File: config.mk
export PLATFORM = sky130hd
export DESIGN_NAME = serial_line_editor_kana_fold_core
export DESIGN_NICKNAME = d
export VERILOG_FILES = /design/src/rtl/slkf_pkg.sv /design/src/rtl/slkf_front.sv /design/src/rtl/slkf_queue.sv /design/src/rtl/slkf_back.sv /design/src/rtl/serial_line_editor_kana_fold_core.sv
export SDC_FILE = /design/constraint.sdc
export NUM_CORES = 1
export LEC_CHECK = 0
export BUFFER_PORTS_ARGS = -buffer_cell sky130_fd_sc_hd__buf_2
export CORE_MARGIN = 3
export CORE_UTILIZATION = 45
export CTS_CLUSTER_DIAMETER = 150
export CTS_CLUSTER_SIZE = 16
export DETAILED_ROUTE_END_ITERATION = 12
export PLACE_DENSITY = 0.67
export SLEW_MARGIN = 30
export SYNTH_ARGS = -nofsm -noshare
export SYNTH_HDL_FRONTEND = slang
export SYNTH_HIERARCHICAL = 1
export SYNTH_SLANG_ARGS = --single-unit
File: constraint.sdc
create_clock -name clock -period 4.1 [get_ports clock]
set_clock_uncertainty 0.05 [all_clocks]
set_input_delay 0.82 -clock clock [delete_from_list [all_inputs] [get_ports clock]]
set_output_delay 0.82 -clock clock [all_outputs]
set_load 0.01 [all_outputs]
File: src/rtl/slkf_pkg.sv
`timescale 1ns / 1ps
// -----------------------------------------------------------------------------
// slkf_pkg
// Shared types and constants for the serial line editor with kana folding.
// -----------------------------------------------------------------------------
package slkf_pkg;

   localparam int LINE_DEPTH_DEF = 64;
   localparam int CAP_REG_W      = 6;
   localparam int CAP_W          = CAP_REG_W + 1;
   localparam int QUEUE_DEPTH    = 2;
   localparam logic [CAP_REG_W-1:0] CAP_RESET = 6'd63;

   localparam logic [7:0] BYTE_BS       = 8'h08;
   localparam logic [7:0] BYTE_LF       = 8'h0A;
   localparam logic [7:0] BYTE_CR       = 8'h0D;
   localparam logic [7:0] BYTE_SPACE    = 8'h20;
   localparam logic [7:0] BYTE_TILDE    = 8'h7E;
   localparam logic [7:0] BYTE_DEL      = 8'h7F;
   localparam logic [7:0] BYTE_SJIS_LO  = 8'h81;
   localparam logic [7:0] BYTE_SJIS_HI  = 8'h9F;
   localparam logic [7:0] BYTE_UTF_LO   = 8'hE0;
   localparam logic [7:0] BYTE_UTF_HI   = 8'hEF;
   localparam logic [7:0] BYTE_KANA_LO  = 8'hA1;
   localparam logic [7:0] BYTE_KANA_MID = 8'hBF;
   localparam logic [7:0] BYTE_KANA_HI  = 8'hDF;
   localparam logic [7:0] BYTE_HW_BD    = 8'hBD;
   localparam logic [7:0] BYTE_HW_BE    = 8'hBE;
   localparam logic [7:0] BYTE_TRAIL_LO = 8'h80;
   localparam logic [7:0] KANA_SHIFT    = 8'h40;

   localparam logic [1:0] CH_ECHO = 2'd0;
   localparam logic [1:0] CH_LINE = 2'd1;
   localparam logic [1:0] CH_END  = 2'd2;

   typedef enum logic [1:0] {
      PH_IDLE,
      PH_SECOND,
      PH_THIRD,
      PH_SKIP
   } phase_type;

   typedef enum logic [1:0] {
      CMD_ENTER,
      CMD_ERASE,
      CMD_CHAR
   } cmd_kind_type;

   typedef struct packed {
      cmd_kind_type kind;
      logic [7:0]   data;
   } cmd_type;

   typedef enum logic [2:0] {
      BK_IDLE,
      BK_ECHO,
      BK_NEWLINE,
      BK_DUMP,
      BK_MARK
   } back_state_type;

endpackage

File: src/rtl/slkf_front.sv
`timescale 1ns / 1ps
// -----------------------------------------------------------------------------
// slkf_front
// Byte decoder: tracks multi-byte sequences and turns bytes into edit commands.
// -----------------------------------------------------------------------------
module slkf_front (
   input  logic              clock,
   input  logic              reset,
   input  logic              in_valid,
   input  logic [7:0]        in_byte,
   output logic              in_ready,
   input  logic              cmd_ready,
   output logic              cmd_push,
   output slkf_pkg::cmd_type cmd
);

   slkf_pkg::phase_type phase_ff, phase_in;
   logic [7:0] lead_ff, lead_in;
   logic [7:0] second_ff, second_in;
   logic       take;
   logic       act;
   logic       is_print;
   logic       is_kana;

   assign in_ready = cmd_ready;
   assign take     = in_valid && cmd_ready;
   assign is_print = (in_byte >= slkf_pkg::BYTE_SPACE) && (in_byte <= slkf_pkg::BYTE_TILDE);
   assign is_kana  = (in_byte >= slkf_pkg::BYTE_KANA_LO) && (in_byte <= slkf_pkg::BYTE_KANA_HI);

   always_ff @(posedge clock) begin
      if (reset) begin
         phase_ff  <= slkf_pkg::PH_IDLE;
         lead_ff   <= '0;
         second_ff <= '0;
      end else begin
         phase_ff  <= phase_in;
         lead_ff   <= lead_in;
         second_ff <= second_in;
      end
   end

   always_comb begin
      phase_in  = phase_ff;
      lead_in   = lead_ff;
      second_in = second_ff;
      act       = 1'b0;
      cmd.kind  = slkf_pkg::CMD_CHAR;
      cmd.data  = in_byte;
      unique case (phase_ff)
         slkf_pkg::PH_SECOND: begin
            second_in = in_byte;
            phase_in  = slkf_pkg::PH_THIRD;
         end
         slkf_pkg::PH_THIRD: begin
            phase_in = slkf_pkg::PH_IDLE;
            if (lead_ff == slkf_pkg::BYTE_UTF_HI) begin
               if (second_ff == slkf_pkg::BYTE_HW_BD && in_byte >= slkf_pkg::BYTE_KANA_LO
                   && in_byte <= slkf_pkg::BYTE_KANA_MID) begin
                  act = 1'b1;
               end else if (second_ff == slkf_pkg::BYTE_HW_BE
                            && in_byte >= slkf_pkg::BYTE_TRAIL_LO
                            && in_byte <= slkf_pkg::BYTE_SJIS_HI) begin
                  act      = 1'b1;
                  cmd.data = in_byte + slkf_pkg::KANA_SHIFT;
               end
            end
         end
         slkf_pkg::PH_SKIP: begin
            phase_in = slkf_pkg::PH_IDLE;
         end
         default: begin
            priority if (in_byte >= slkf_pkg::BYTE_UTF_LO && in_byte <= slkf_pkg::BYTE_UTF_HI) begin
               lead_in  = in_byte;
               phase_in = slkf_pkg::PH_SECOND;
            end else if (in_byte >= slkf_pkg::BYTE_SJIS_LO
                         && in_byte <= slkf_pkg::BYTE_SJIS_HI) begin
               phase_in = slkf_pkg::PH_SKIP;
            end else if (in_byte == slkf_pkg::BYTE_CR || in_byte == slkf_pkg::BYTE_LF) begin
               act      = 1'b1;
               cmd.kind = slkf_pkg::CMD_ENTER;
            end else if (in_byte == slkf_pkg::BYTE_BS || in_byte == slkf_pkg::BYTE_DEL) begin
               act      = 1'b1;
               cmd.kind = slkf_pkg::CMD_ERASE;
            end else if (is_print || is_kana) begin
               act = 1'b1;
            end else begin
               act = 1'b0;
            end
         end
      endcase
      if (!take) begin
         phase_in  = phase_ff;
         lead_in   = lead_ff;
         second_in = second_ff;
      end
   end

   assign cmd_push = take && act;

endmodule

File: src/rtl/slkf_queue.sv
`timescale 1ns / 1ps
// -----------------------------------------------------------------------------
// slkf_queue
// Short command queue between the byte decoder and the line engine.
// -----------------------------------------------------------------------------
module slkf_queue (
   input  logic              clock,
   input  logic              reset,
   input  logic              push,
   input  slkf_pkg::cmd_type push_cmd,
   output logic              not_full,
   input  logic              pop,
   output logic              not_empty,
   output slkf_pkg::cmd_type head
);

   localparam int PTR_W = $clog2(slkf_pkg::QUEUE_DEPTH);
   localparam int CNT_W = $clog2(slkf_pkg::QUEUE_DEPTH + 1);

   slkf_pkg::cmd_type slot_ff [slkf_pkg::QUEUE_DEPTH];
   logic [PTR_W-1:0] wr_ptr_ff, rd_ptr_ff;
   logic [CNT_W-1:0] count_ff;
   logic             do_push, do_pop;

   assign not_full  = (count_ff != CNT_W'(slkf_pkg::QUEUE_DEPTH));
   assign not_empty = (count_ff != '0);
   assign do_push   = push && not_full;
   assign do_pop    = pop && not_empty;
   assign head      = slot_ff[rd_ptr_ff];

   always_ff @(posedge clock) begin
      if (do_push) begin
         slot_ff[wr_ptr_ff] <= push_cmd;
      end
   end

   always_ff @(posedge clock) begin
      if (reset) begin
         wr_ptr_ff <= '0;
         rd_ptr_ff <= '0;
         count_ff  <= '0;
      end else begin
         if (do_push) begin
            wr_ptr_ff <= (wr_ptr_ff == PTR_W'(slkf_pkg::QUEUE_DEPTH - 1)) ? '0
                         : wr_ptr_ff + PTR_W'(1);
         end
         if (do_pop) begin
            rd_ptr_ff <= (rd_ptr_ff == PTR_W'(slkf_pkg::QUEUE_DEPTH - 1)) ? '0
                         : rd_ptr_ff + PTR_W'(1);
         end
         if (do_push && !do_pop) begin
            count_ff <= count_ff + CNT_W'(1);
         end else if (do_pop && !do_push) begin
            count_ff <= count_ff - CNT_W'(1);
         end
      end
   end

endmodule

File: src/rtl/slkf_back.sv
`timescale 1ns / 1ps
// -----------------------------------------------------------------------------
// slkf_back
// Line engine: stores characters, erases, echoes and dumps the line on enter.
// -----------------------------------------------------------------------------
module slkf_back #(
   parameter int LINE_DEPTH = slkf_pkg::LINE_DEPTH_DEF
) (
   input  logic                           clock,
   input  logic                           reset,
   input  logic [slkf_pkg::CAP_REG_W-1:0] capacity,
   input  logic                           cmd_valid,
   input  slkf_pkg::cmd_type              cmd,
   output logic                           cmd_pop,
   output logic                           out_valid,
   input  logic                           out_ready,
   output logic [1:0]                     out_channel,
   output logic [7:0]                     out_byte,
   output logic                           out_last
);

   localparam int IDX_W = $clog2(LINE_DEPTH);

   slkf_pkg::back_state_type state_ff, state_in;
   logic [7:0]       mem [LINE_DEPTH];
   logic [7:0]       rd_ff;
   logic [IDX_W-1:0] len_ff, len_in;
   logic [IDX_W-1:0] idx_ff, idx_in;
   logic [7:0]       echo_ff [3];
   logic [7:0]       echo_in [3];
   logic [1:0]       pos_ff, pos_in;
   logic [1:0]       end_ff, end_in;
   logic             valid_ff, valid_in;
   logic [1:0]       chan_ff, chan_in;
   logic [7:0]       byte_ff, byte_in;
   logic             last_ff, last_in;
   logic             emit;
   logic             out_free;
   logic             wr_en, rd_en;
   logic [IDX_W-1:0] rd_addr;
   logic [slkf_pkg::CAP_W-1:0] cap_lim;
   logic             room;

   assign out_free    = !valid_ff || out_ready;
   assign out_valid   = valid_ff;
   assign out_channel = chan_ff;
   assign out_byte    = byte_ff;
   assign out_last    = last_ff;

   assign cap_lim = ({1'b0, capacity} > slkf_pkg::CAP_W'(LINE_DEPTH))
                    ? slkf_pkg::CAP_W'(LINE_DEPTH) : {1'b0, capacity};
   assign room    = (slkf_pkg::CAP_W'(len_ff) + slkf_pkg::CAP_W'(1)) < cap_lim;

   always_ff @(posedge clock) begin
      if (wr_en) begin
         mem[len_ff] <= cmd.data;
      end
      if (rd_en) begin
         rd_ff <= mem[rd_addr];
      end
   end

   always_ff @(posedge clock) begin
      if (reset) begin
         state_ff <= slkf_pkg::BK_IDLE;
         len_ff   <= '0;
         valid_ff <= 1'b0;
      end else begin
         state_ff <= state_in;
         len_ff   <= len_in;
         valid_ff <= valid_in;
      end
      idx_ff     <= idx_in;
      echo_ff[0] <= echo_in[0];
      echo_ff[1] <= echo_in[1];
      echo_ff[2] <= echo_in[2];
      pos_ff     <= pos_in;
      end_ff     <= end_in;
      chan_ff    <= chan_in;
      byte_ff    <= byte_in;
      last_ff    <= last_in;
   end

   always_comb begin
      state_in   = state_ff;
      len_in     = len_ff;
      idx_in     = idx_ff;
      echo_in[0] = echo_ff[0];
      echo_in[1] = echo_ff[1];
      echo_in[2] = echo_ff[2];
      pos_in     = pos_ff;
      end_in     = end_ff;
      chan_in    = chan_ff;
      byte_in    = byte_ff;
      last_in    = last_ff;
      emit       = 1'b0;
      cmd_pop    = 1'b0;
      wr_en      = 1'b0;
      rd_en      = 1'b0;
      rd_addr    = idx_ff + IDX_W'(1);
      unique case (state_ff)
         slkf_pkg::BK_IDLE: begin
            if (cmd_valid) begin
               cmd_pop = 1'b1;
               pos_in  = 2'd0;
               unique case (cmd.kind)
                  slkf_pkg::CMD_ENTER: begin
                     state_in = slkf_pkg::BK_NEWLINE;
                  end
                  slkf_pkg::CMD_ERASE: begin
                     if (len_ff != '0) begin
                        len_in     = len_ff - IDX_W'(1);
                        echo_in[0] = slkf_pkg::BYTE_BS;
                        echo_in[1] = slkf_pkg::BYTE_SPACE;
                        echo_in[2] = slkf_pkg::BYTE_BS;
                        end_in     = 2'd2;
                        state_in   = slkf_pkg::BK_ECHO;
                     end
                  end
                  default: begin
                     if (room) begin
                        wr_en    = 1'b1;
                        len_in   = len_ff + IDX_W'(1);
                        state_in = slkf_pkg::BK_ECHO;
                        if (cmd.data >= slkf_pkg::BYTE_KANA_LO) begin
                           echo_in[0] = slkf_pkg::BYTE_UTF_HI;
                           end_in     = 2'd2;
                           if (cmd.data <= slkf_pkg::BYTE_KANA_MID) begin
                              echo_in[1] = slkf_pkg::BYTE_HW_BD;
                              echo_in[2] = cmd.data;
                           end else begin
                              echo_in[1] = slkf_pkg::BYTE_HW_BE;
                              echo_in[2] = cmd.data - slkf_pkg::KANA_SHIFT;
                           end
                        end else begin
                           echo_in[0] = cmd.data;
                           end_in     = 2'd0;
                        end
                     end
                  end
               endcase
            end
         end
         slkf_pkg::BK_ECHO: begin
            if (out_free) begin
               emit    = 1'b1;
               chan_in = slkf_pkg::CH_ECHO;
               byte_in = echo_ff[pos_ff];
               last_in = (pos_ff == end_ff);
               pos_in  = pos_ff + 2'd1;
               if (pos_ff == end_ff) begin
                  state_in = slkf_pkg::BK_IDLE;
               end
            end
         end
         slkf_pkg::BK_NEWLINE: begin
            if (out_free) begin
               emit     = 1'b1;
               chan_in  = slkf_pkg::CH_ECHO;
               byte_in  = slkf_pkg::BYTE_LF;
               last_in  = 1'b0;
               idx_in   = '0;
               rd_en    = 1'b1;
               rd_addr  = '0;
               state_in = (len_ff == '0) ? slkf_pkg::BK_MARK : slkf_pkg::BK_DUMP;
            end
         end
         slkf_pkg::BK_DUMP: begin
            if (out_free) begin
               emit    = 1'b1;
               chan_in = slkf_pkg::CH_LINE;
               byte_in = rd_ff;
               last_in = 1'b0;
               idx_in  = idx_ff + IDX_W'(1);
               rd_en   = 1'b1;
               if (idx_ff == len_ff - IDX_W'(1)) begin
                  state_in = slkf_pkg::BK_MARK;
               end
            end
         end
         slkf_pkg::BK_MARK: begin
            if (out_free) begin
               emit     = 1'b1;
               chan_in  = slkf_pkg::CH_END;
               byte_in  = '0;
               last_in  = 1'b1;
               len_in   = '0;
               state_in = slkf_pkg::BK_IDLE;
            end
         end
         default: begin
            state_in = slkf_pkg::BK_IDLE;
         end
      endcase
      valid_in = emit ? 1'b1 : (out_ready ? 1'b0 : valid_ff);
   end

endmodule

File: src/rtl/serial_line_editor_kana_fold_core.sv
`timescale 1ns / 1ps
// -----------------------------------------------------------------------------
// serial_line_editor_kana_fold_core
// Terminal line editor with UTF-8 half-width kana folding.
// -----------------------------------------------------------------------------
// Bytes enter at one per cycle into a decoder that tracks UTF-8 and Shift-JIS
// sequences and queues edit commands in a two-entry queue; the input stalls
// only while that queue is full. The line engine behind it takes one command
// at a time and emits one result per cycle when the output register is free:
// a printable byte gives one echo byte, a kana or an erase three, an enter a
// line feed, the stored line read from the line memory one character a cycle
// and a line-end marker. Bytes that only advance decoding, or that are
// dropped, give no result. The csr_wdata capacity limits stored characters
// to min(capacity, LINE_DEPTH) - 1; write it only while the block is idle.
// -----------------------------------------------------------------------------
module serial_line_editor_kana_fold_core #(
   parameter int LINE_DEPTH = slkf_pkg::LINE_DEPTH_DEF
) (
   input  logic                           clock,
   input  logic                           reset,
   input  logic                           req_tvalid,
   output logic                           req_tready,
   input  logic [7:0]                     req_tdata,   // [7:0] rx_byte
   output logic                           rsp_tvalid,
   input  logic                           rsp_tready,
   output logic [7:0]                     rsp_tdata,   // [7:0] out_byte
   output logic [1:0]                     rsp_tuser,   // [1:0] channel
   output logic                           rsp_tlast,
   input  logic                           csr_we,
   input  logic [slkf_pkg::CAP_REG_W-1:0] csr_wdata
);

   logic [slkf_pkg::CAP_REG_W-1:0] capacity_ff;
   slkf_pkg::cmd_type push_cmd, head_cmd;
   logic push, not_full, pop, not_empty;

   always_ff @(posedge clock) begin
      if (reset) begin
         capacity_ff <= slkf_pkg::CAP_RESET;
      end else if (csr_we) begin
         capacity_ff <= csr_wdata;
      end
   end

   slkf_front u_front (
      .clock     (clock),
      .reset     (reset),
      .in_valid  (req_tvalid),
      .in_byte   (req_tdata),
      .in_ready  (req_tready),
      .cmd_ready (not_full),
      .cmd_push  (push),
      .cmd       (push_cmd)
   );

   slkf_queue u_queue (
      .clock     (clock),
      .reset     (reset),
      .push      (push),
      .push_cmd  (push_cmd),
      .not_full  (not_full),
      .pop       (pop),
      .not_empty (not_empty),
      .head      (head_cmd)
   );

   slkf_back #(
      .LINE_DEPTH (LINE_DEPTH)
   ) u_back (
      .clock       (clock),
      .reset       (reset),
      .capacity    (capacity_ff),
      .cmd_valid   (not_empty),
      .cmd         (head_cmd),
      .cmd_pop     (pop),
      .out_valid   (rsp_tvalid),
      .out_ready   (rsp_tready),
      .out_channel (rsp_tuser),
      .out_byte    (rsp_tdata),
      .out_last    (rsp_tlast)
   );

endmodule

* Yosys cells after proc, flatten, opt, wreduce, memory -nomap -nowiden
Memory sizes are Yosys's and may differ from the RTL's. A register that Yosys moved wholly into a read port is not among the register bits.
Cells that the tools add are included.
** Word-level totals
- Register bits after elaboration :: 59
- Bits of input ports :: 19
- Bits in read-only memories :: 0
- Bits in latches :: 0
- Memories kept :: 3
- RAM bits :: 556
- Logic and storage cells :: 239
** Memory list
- u_back.mem :: words 64, bits a word 8, read ports 1, clocked after memory_dff 1, write ports 1, line slkf_back.sv:25 : logic [7:0] mem [LINE_DEPTH];
- u_back.echo_ff :: words 3, bits a word 8, read ports 1, clocked after memory_dff 1, write ports 3, line slkf_back.sv:29 : logic [7:0] echo_ff [3];
- u_queue.slot_ff :: words 2, bits a word 10, read ports 1, clocked after memory_dff 1, write ports 1, line slkf_queue.sv:20 : slkf_pkg::cmd_type slot_ff [slkf_pkg::QUEUE_DEPTH];
** Cells by class
- Multipliers :: 0
- $lt $le $gt $ge :: 14
- Divide/modulo/power cells :: 0
- Shift-type cells :: 0
- Add/subtract/negate cells :: 11
- Equality and inequality tests :: 43
- Reduce and logical (&&, ||, !) cells :: 56
- Mux-type cells :: 94
- Bitwise gates (word level) :: 2
** Operators by type and width (count)
- $mux 24 :: 4
- $mux 8 :: 9
- $pmux 24 s2 :: 1
- $mux 6 :: 7
- $ge 8x8->1 const B :: 5
- $le 8x8->1 const B :: 5
- $mux 2 :: 18
- $pmux 6 s2 :: 3
- $pmux 8 s4 :: 1
- $mux 1 :: 30
- $mux 3 :: 10
- $eq 8x4->1 const B :: 3
- $eq 8x8->1 const B :: 3
- $ne 2x1->1 const B :: 9
- $mux 16 :: 1
- $pmux 3 s5 :: 1
- $reduce_and 5->1 :: 3
- $logic_and 1x1->1 :: 14
- $reduce_bool 2->1 :: 7
- $add 6x1->6 const B :: 2
- $pmux 2 s2 :: 3
- $reduce_and 6->1 :: 2
- $mux 10 :: 1
- $ne 2x2->1 const B :: 5
- 47 further kinds :: 73

* Logic depth before layout (Yosys ltp)
Gate-level depths: netlist (run 1).
- Word-level depth :: 15
- Depth in mapped cells :: 14
- Depth with buffers taken out :: 12

* Hierarchy
The synthesis (run 1) kept the hierarchy.
** By module, submodules not included
- slkf_back :: sequential area each 17026.3 µm², cells an instance 1570, area an instance 24213.2 µm², times used 1
- slkf_front :: sequential area each 360.3 µm², cells an instance 134, area an instance 1078.5 µm², times used 1
- slkf_queue :: sequential area each 700.7 µm², cells an instance 55, area an instance 940.9 µm², times used 1
- serial_line_editor_kana_fold_core :: sequential area each 120.1 µm², cells an instance 19, area an instance 232.7 µm², times used 1

* Worst setup path after synthesis (run 1)
Ideal clock, no wire load.
- Kind :: register to register
- Start :: register u_back.len_ff[2]
- End :: memory u_back.echo_ff[1][0], enable pin
- Stages on the path, launching flop included :: 12
- Path buffers :: 3
- Data required time :: 3.668 ns
- Period minus slack after synthesis :: 3.451 ns
- Slack :: 0.649 ns
- Arrival time :: 3.019 ns
- Cells stage by stage :: dfxtp_1 > clkbuf_1 > buf_1 > nand3_1 > xnor2_1 > ha_1 > a21o_1 > a221oi_2 > a31oi_1 > or2_1 > buf_2 > a21oi_1
** RTL lines
- start, declared :: line slkf_back.sv:27 : logic [IDX_W-1:0] len_ff, len_in;
- start signal, assigned :: line slkf_back.sv:70 : len_ff <= len_in;
- end, declared :: line slkf_back.sv:29

* Worst setup path after layout (run 1)
- Start :: register u_back.len_ff[0]
- End :: memory u_back.mem[28][6], enable pin
** Between the ends
- Longest elaborated chain between the ends :: 8
** Ends and longest elaborated chain
- $add 6x1->7 :: line slkf_back.sv:52 : assign room = (slkf_pkg::CAP_W'(len_ff) + slkf_pkg::CAP_W'(1)) < cap_lim;
- $lt 7x7->1 :: line slkf_back.sv:52
- $mux 1 :: line slkf_back.sv:121 : if (room) begin
- $mux 1 :: line slkf_back.sv:106 : unique case (cmd.kind)
- $mux 1 :: line slkf_back.sv:103 : if (cmd_valid) begin
- $mux 1 :: line slkf_back.sv:101 : unique case (state_ff)
- $mux 1 :: line slkf_back.sv:55 : if (wr_en) begin
- $mux 1 (implied by the code) :: line slkf_back.sv:56 : mem[len_ff] <= cmd.data;
- end, declared :: line slkf_back.sv:25
Parallel ways exist; a longest one is shown, timed or not.

==> impl_metrics.json, run 1 <==
{
  "syn_nets": 1814,
  "path_class": "flop to flop",
  "fill_cells": 4785,
  "drcViolationCount": 0,
  "cts.clk_slew.worst_paths_ps": 70,
  "endpoint_kind": "flop",
  "ys_seq_elements": 620,
  "maxSlewViolCount": 0,
  "cp-startpoint": "u_back/len_ff[0]",
  "top_usage_layer": "met2",
  "status": "finished, final reports clean",
  "die-area_sq_um": 61800,
  "hold_path.class": "primary input to flop",
  "syn_inst": 1778,
  "synth-async-reset-ratio": 0,
  "use_met1": 0.288,
  "placedCellCount": 2603,
  "drv_cap": 0,
  "fmax_mhz": 265,
  "clock_path_buffers": 3,
  "place_ws_ps": 426,
  "grt_overflow": 0,
  "ctsResizeCount": 0,
  "fin_cells": 2664,
  "tritoncts": "built",
  "rows": 88,
  "nets": 1920,
  "rr_startpoint": "u_back/len_ff[0]",
  "ff2ff_setup_slack_ps": 330,
  "cts_root_buffer": "clkbuf_16",
  "worstPathMaxFanout": 9,
  "numCtsBuffers": 44,
  "area_growth_pct": 10.9,
  "grt_util_met3": 0.0324,
  "vias": 16331,
  "cp.arrival_ps": 4010,
  "grt_max_degree": 73,
  "grt_first_pass_wirelength_microns": 101000,
  "critPathRequiredTime_ps": 4340,
  "yosys_warnings": 6,
  "power.internal_mw": 10.2,
  "drive_above_1_share": 0.189,
  "antenna_found_initial": 1,
  "die_h_microns": 249,
  "power_frac_seq": 0.563,
  "synth_edf_count": 579,
  "post_drt_via_cell_ratio": 6.13,
  "grt_pass1_vias": 16111,
  "ant_nets": 0,
  "first_pass_iters": 5,
  "worst_pin_slew_ps": 974,
  "placed_cell_area_sq_um": 28200,
  "hold_violations": 0,
  "fin_crit_sh": 0.920,
  "tns_ps": 0,
  "reg2reg_depth": 11,
  "postCtsSetupBuffers": 0,
  "worst_skew_pair.late_latency_ps": 590,
  "layout_min_cycle_time_ps": 3770,
  "yosys.cell_types.count": 98,
  "r2r_end": "u_back/mem[28][6]",
  "clockPowerShare": 0.293,
  "portBuffers": 31,
  "syn_area_per_cell_sq_um": 14.9,
  "routedWlPerCell_microns": 25.4,
  "sw_frac_of_total": 0.259,
  "synth_ff_type": "edfxtp_1",
  "final_cell_mix": "edfxtp_1 (579), nor2_1 (153), buf_4 (146)",
  "crit_end": "u_back/mem[28][6]",
  "finalSetupViolCount": 0,
  "final_area_sq_um": 29400,
  "rsz0062_at_grt": "false",
  "track_usage": 0.214,
  "drt-total-wl_microns": 67800,
  "dieWidth_microns": 249,
  "cp-start-kind": "flop",
  "p_leak_nw": 9.57,
  "syn_area_sq_um": 26500,
  "drt_iter0_drc": 2010,
  "final_common_cell": "edfxtp_1",
  "p_sw_mw": 3.58,
  "start_util": 0.457,
  "place_hpwl_microns": 44100,
  "p_per_area_nw_per_um2": 470,
  "yosysSeqAreaShare": 0.688,
  "vdd_ir_drop_max_v": 0.000344,
  "cts.sinks": 620,
  "ctsHoldBuffers": 0,
  "combPwrFrac": 0.145,
  "maxSlewHeadroom": 0.351,
  "core_sq_um": 57900,
  "h-tree-depth": 2,
  "pin_count": 32,
  "grtUsageMet2": 0.354,
  "insertedDiodeCount": 0,
  "gp_congestion": 0.904,
  "fin_ws_ps": 328
}
[worst max-delay path: stages, from the launching register on]
cell and delay (ps):
dfxtp_1 530, ha_1 320, nand3_1 160, xnor2_1 170, ha_1 290, a21o_1 170
a221oi_2 360, nand4_1 210, nor2_1 270, nand2_1 440, nor2_1 290, buf_4 210
[worst min-delay path by stage]
stage               cells past startpoint                 start  slack [ps]              endpoint
floorplan                               2  u_front/second_ff[2]         390  u_front/second_ff[2]
global placement                        2  u_front/second_ff[3]         390  u_front/second_ff[3]
detailed placement                      2  u_front/second_ff[3]         410  u_front/second_ff[3]
CTS                                     2          csr_wdata[0]         370        capacity_ff[0]
global route                            2          csr_wdata[1]         380        capacity_ff[1]
finish                                  2          csr_wdata[0]         390        capacity_ff[0]
[cell type report]
| type | count | area (sq um) | area share |
|---|---|---|---|
| repair buffers | 180 | 1310 | 0.0447 |
| inverters | 39 | 146 | 0.00499 |
| clock inverters | 1 | 30.0 | 0.00102 |
| flip-flops and latches | 620 | 18200 | 0.620 |
| well taps | 765 | 957 | 0.0326 |
| multi-input cells | 999 | 7530 | 0.256 |
| clock buffers | 60 | 1180 | 0.0403 |
[registers in the layout, indices dropped and copies added, names as in the netlist, 3 cells and up, named ones only]
name,count
u_back/out_byte,8
u_back/echo_ff,19
u_back/len_ff,6
capacity_ff,6
u_front/lead_ff,8
u_back/idx_ff,6
u_back/state_ff,3
u_back/rd_ff,8
u_back/mem,512
u_queue/slot_ff,20
u_front/second_ff,8
[stage by stage]
step           utilization  hold slack, ps  power, mW
2_1_floorplan            -             386       9.06
3_3_place_gp         0.486             395       9.82
3_5_place_dp         0.486             411       9.88
4_1_cts              0.507             366       13.9
5_1_grt              0.507             384       14.3
6_report             0.507             393       13.8
[routing by layer]
metal | share of wire | up-vias
li1 | - | 7191
met1 | 0.40 | 8244
met2 | 0.48 | 756
met3 | 0.079 | 140
met4 | 0.041 | 0
met5 | 0 | -
[power by group through the flow]
| stage | Combinational, mW | Clock, mW | Sequential [mW] |
|---|---|---|---|
| finish | 1.99 | 4.04 | 7.77 |
| global route | 2.15 | 4.37 | 7.79 |
| CTS | 1.98 | 4.12 | 7.76 |
| detailed placement | 1.98 | 0 | 7.90 |
| global placement | 1.93 | 0 | 7.89 |
| floorplan | 1.24 | 0 | 7.82 |
[kinds of logic after synthesis]
logic type	after synthesis	share of synthesized area
adders and majority gates	17	0.00804
DFF	620	0.688
buffers and inverters	159	0.0301
muxes	155	0.0787
AOI/OAI and AO/OA	375	0.108
xor gates and xnor gates	27	0.00979
and+or+nand+nor	425	0.0772
[Yosys cell counts (all sizes together), types with 6 or more instances]
cell	count	area share
clkbuf	40	0.0057
nand3	26	0.0051
o221ai	9	0.0030
dfxtp	41	0.031
a31oi	14	0.0035
nor4	16	0.0043
a211oi	34	0.0096
a2111oi	13	0.0053
a22o	6	0.0020
edfxtp	579	0.66
buf	80	0.019
a211o	9	0.0030
a22oi	6	0.0017
a221oi	34	0.011
a21o	8	0.0023
o22ai	19	0.0045
inv	38	0.0054
a311oi	16	0.0060
ha	17	0.0080
xor2	13	0.0046
nor3b	6	0.0017
or2	6	0.0014
or3	7	0.0017
a21oi	68	0.013
nand2	109	0.015
xnor2	14	0.0052
mux2i	64	0.024
and3	10	0.0024
nand2b	10	0.0024
mux4	37	0.031
mux2	54	0.023
nor2b	20	0.0054
o211ai	8	0.0023
o31ai	11	0.0037
nor3	16	0.0032
o21ai	43	0.0081
o221a	6	0.0026
nor2	154	0.022
o311ai	18	0.0073
and2	22	0.0052
Power figures use the tool's default switching activity.
==> run 2, diff against run 1 <==
Settings changed: PLACE_DENSITY 0.67 to unset.
==> impl_metrics.json, run 2 (same netlist as run 1, synthesis figures left out) <==
{
  "status": "finished, final reports clean",
  "cts.clk_slew.worst_paths_ps": 80,
  "top_register": "u_back/mem",
  "hold_path.class": "primary input to flop",
  "postCtsSetupBuffers": 0,
  "grt_pass1_vias": 16155,
  "cp-start-kind": "flop",
  "grt_overflow": 0,
  "finalSetupViolCount": 0,
  "place_hpwl_microns": 45200,
  "insertedDiodeCount": 0,
  "whs_ps": 379,
  "fin_crit_sh": 0.932,
  "post_drt_via_cell_ratio": 6.19,
  "nets": 1911,
  "critPathRequiredTime_ps": 4270,
  "drt-total-wl_microns": 71400,
  "ctsHoldBuffers": 0,
  "antenna_found_initial": 0,
  "drt_iter0_drc": 2031,
  "drcViolationCount": 0,
  "fin_util": 0.507,
  "worstPathMaxFanout": 9,
  "hold_violations": 0,
  "ant_nets": 0,
  "start_util": 0.457,
  "grt_util_met3": 0.0319,
  "numCtsBuffers": 44,
  "final_common_cell": "edfxtp_1",
  "path_class": "flop to flop",
  "maxSlewViolCount": 0,
  "reg_top3": "u_back/mem (512), u_queue/slot_ff (20), u_back/echo_ff (19)",
  "pin_count": 32,
  "use_met1": 0.324,
  "fmax_mhz": 262,
  "clock_path_buffers": 3,
  "p_per_area_nw_per_um2": 475,
  "fin_ws_ps": 279,
  "grt_max_degree": 98,
  "grt_first_pass_wirelength_microns": 106000,
  "largest_register_ffs": 512,
  "final_cell_mix": "edfxtp_1 (579), nor2_1 (152), buf_4 (133)",
  "placed_cell_area_sq_um": 28100,
  "rsz0062_at_grt": "false",
  "area_growth_pct": 10.9,
  "gp_congestion": 0.899,
  "fin_cells": 2659,
  "tns_ps": 0,
  "grtUsageMet2": 0.357,
  "vdd_ir_drop_max_v": 0.000313,
  "cp.arrival_ps": 3990,
  "drive_above_1_share": 0.186,
  "track_usage": 0.227,
  "fill_cells": 4890,
  "dieWidth_microns": 249,
  "die-area_sq_um": 61800,
  "maxSlewHeadroom": 0.352,
  "cp_slowest_cell": "nor2_1",
  "drv_cap": 0,
  "layout_min_cycle_time_ps": 3820,
  "cts.sinks": 620,
  "place_ws_ps": 303,
  "tritoncts": "built",
  "p_leak_nw": 9.55,
  "worst_skew_pair.late_latency_ps": 590,
  "slowest_delay_ps": 690,
  "final_area_sq_um": 29400,
  "routedWlPerCell_microns": 26.9,
  "vias": 16461,
  "h-tree-depth": 2,
  "portBuffers": 31,
  "p_total_mw": 13.9,
  "cts_root_buffer": "clkbuf_16",
  "die_h_microns": 249,
  "first_pass_iters": 6,
  "core_sq_um": 57900,
  "endpoint_kind": "flop",
  "placedCellCount": 2592,
  "top_usage_layer": "met2",
  "ctsResizeCount": 0,
  "worst_pin_slew_ps": 972,
  "rows": 88,
  "crit_chain": "ha_1 > nand3_1 > xnor2_1 > ha_1 > a21o_1 > a221oi_2 > nand4_1 > nor2_1 > nand2_1 > nor2_1"
}
run 2: where the power goes:
| group | total, mW | internal, mW | switching [mW] |
|---|---|---|---|
| combinational | 2.05 | 0.576 | 1.47 |
| sequential | 7.76 | 7.59 | 0.162 |
| clock | 4.13 | 2.08 | 2.06 |
run 2: layer usage:
metal	wire length (microns)	part of all wire
met1	30000	0.42
met2	33300	0.47
met3	5520	0.077
met4	2590	0.036
met5	0	0
run 2: critical path, delay by kind of cell, from the launching register on:
kind	cells	cell delay, ps
XOR/XNOR	1	160
AO/OA/AOI/OAI	2	520
adder cells (fa/ha/maj)	2	630
flip-flops	1	490
AND/OR/NAND/NOR	5	1580
run 2: path summary, 6_finish.rpt:
| path | from | end | slack, ps | depth (start not counted) |
|---|---|---|---|---|
| hold / removal | csr_wdata[2] | capacity_ff[2] | 380 | 2 |
| hold reg to reg | u_front/second_ff[6] | u_front/second_ff[6] | 410 | 2 |
| setup reg to reg | u_back/len_ff[1] | u_back/mem[41][0] | 280 | 10 |
| setup / recovery | u_back/len_ff[1] | u_back/mem[41][0] | 280 | 10 |
run 2: final cells by class:
type                            instances  area, sq um  area share
Inverter                               39          146     0.00499
Timing Repair Buffer                  171         1270      0.0434
Clock buffer                           62         1190      0.0405
Tap cell                              765          957      0.0326
Multi-Input combinational cell        999         7530       0.257
Clock inverter                          3         47.5     0.00162
Sequential cell                       620        18200       0.620
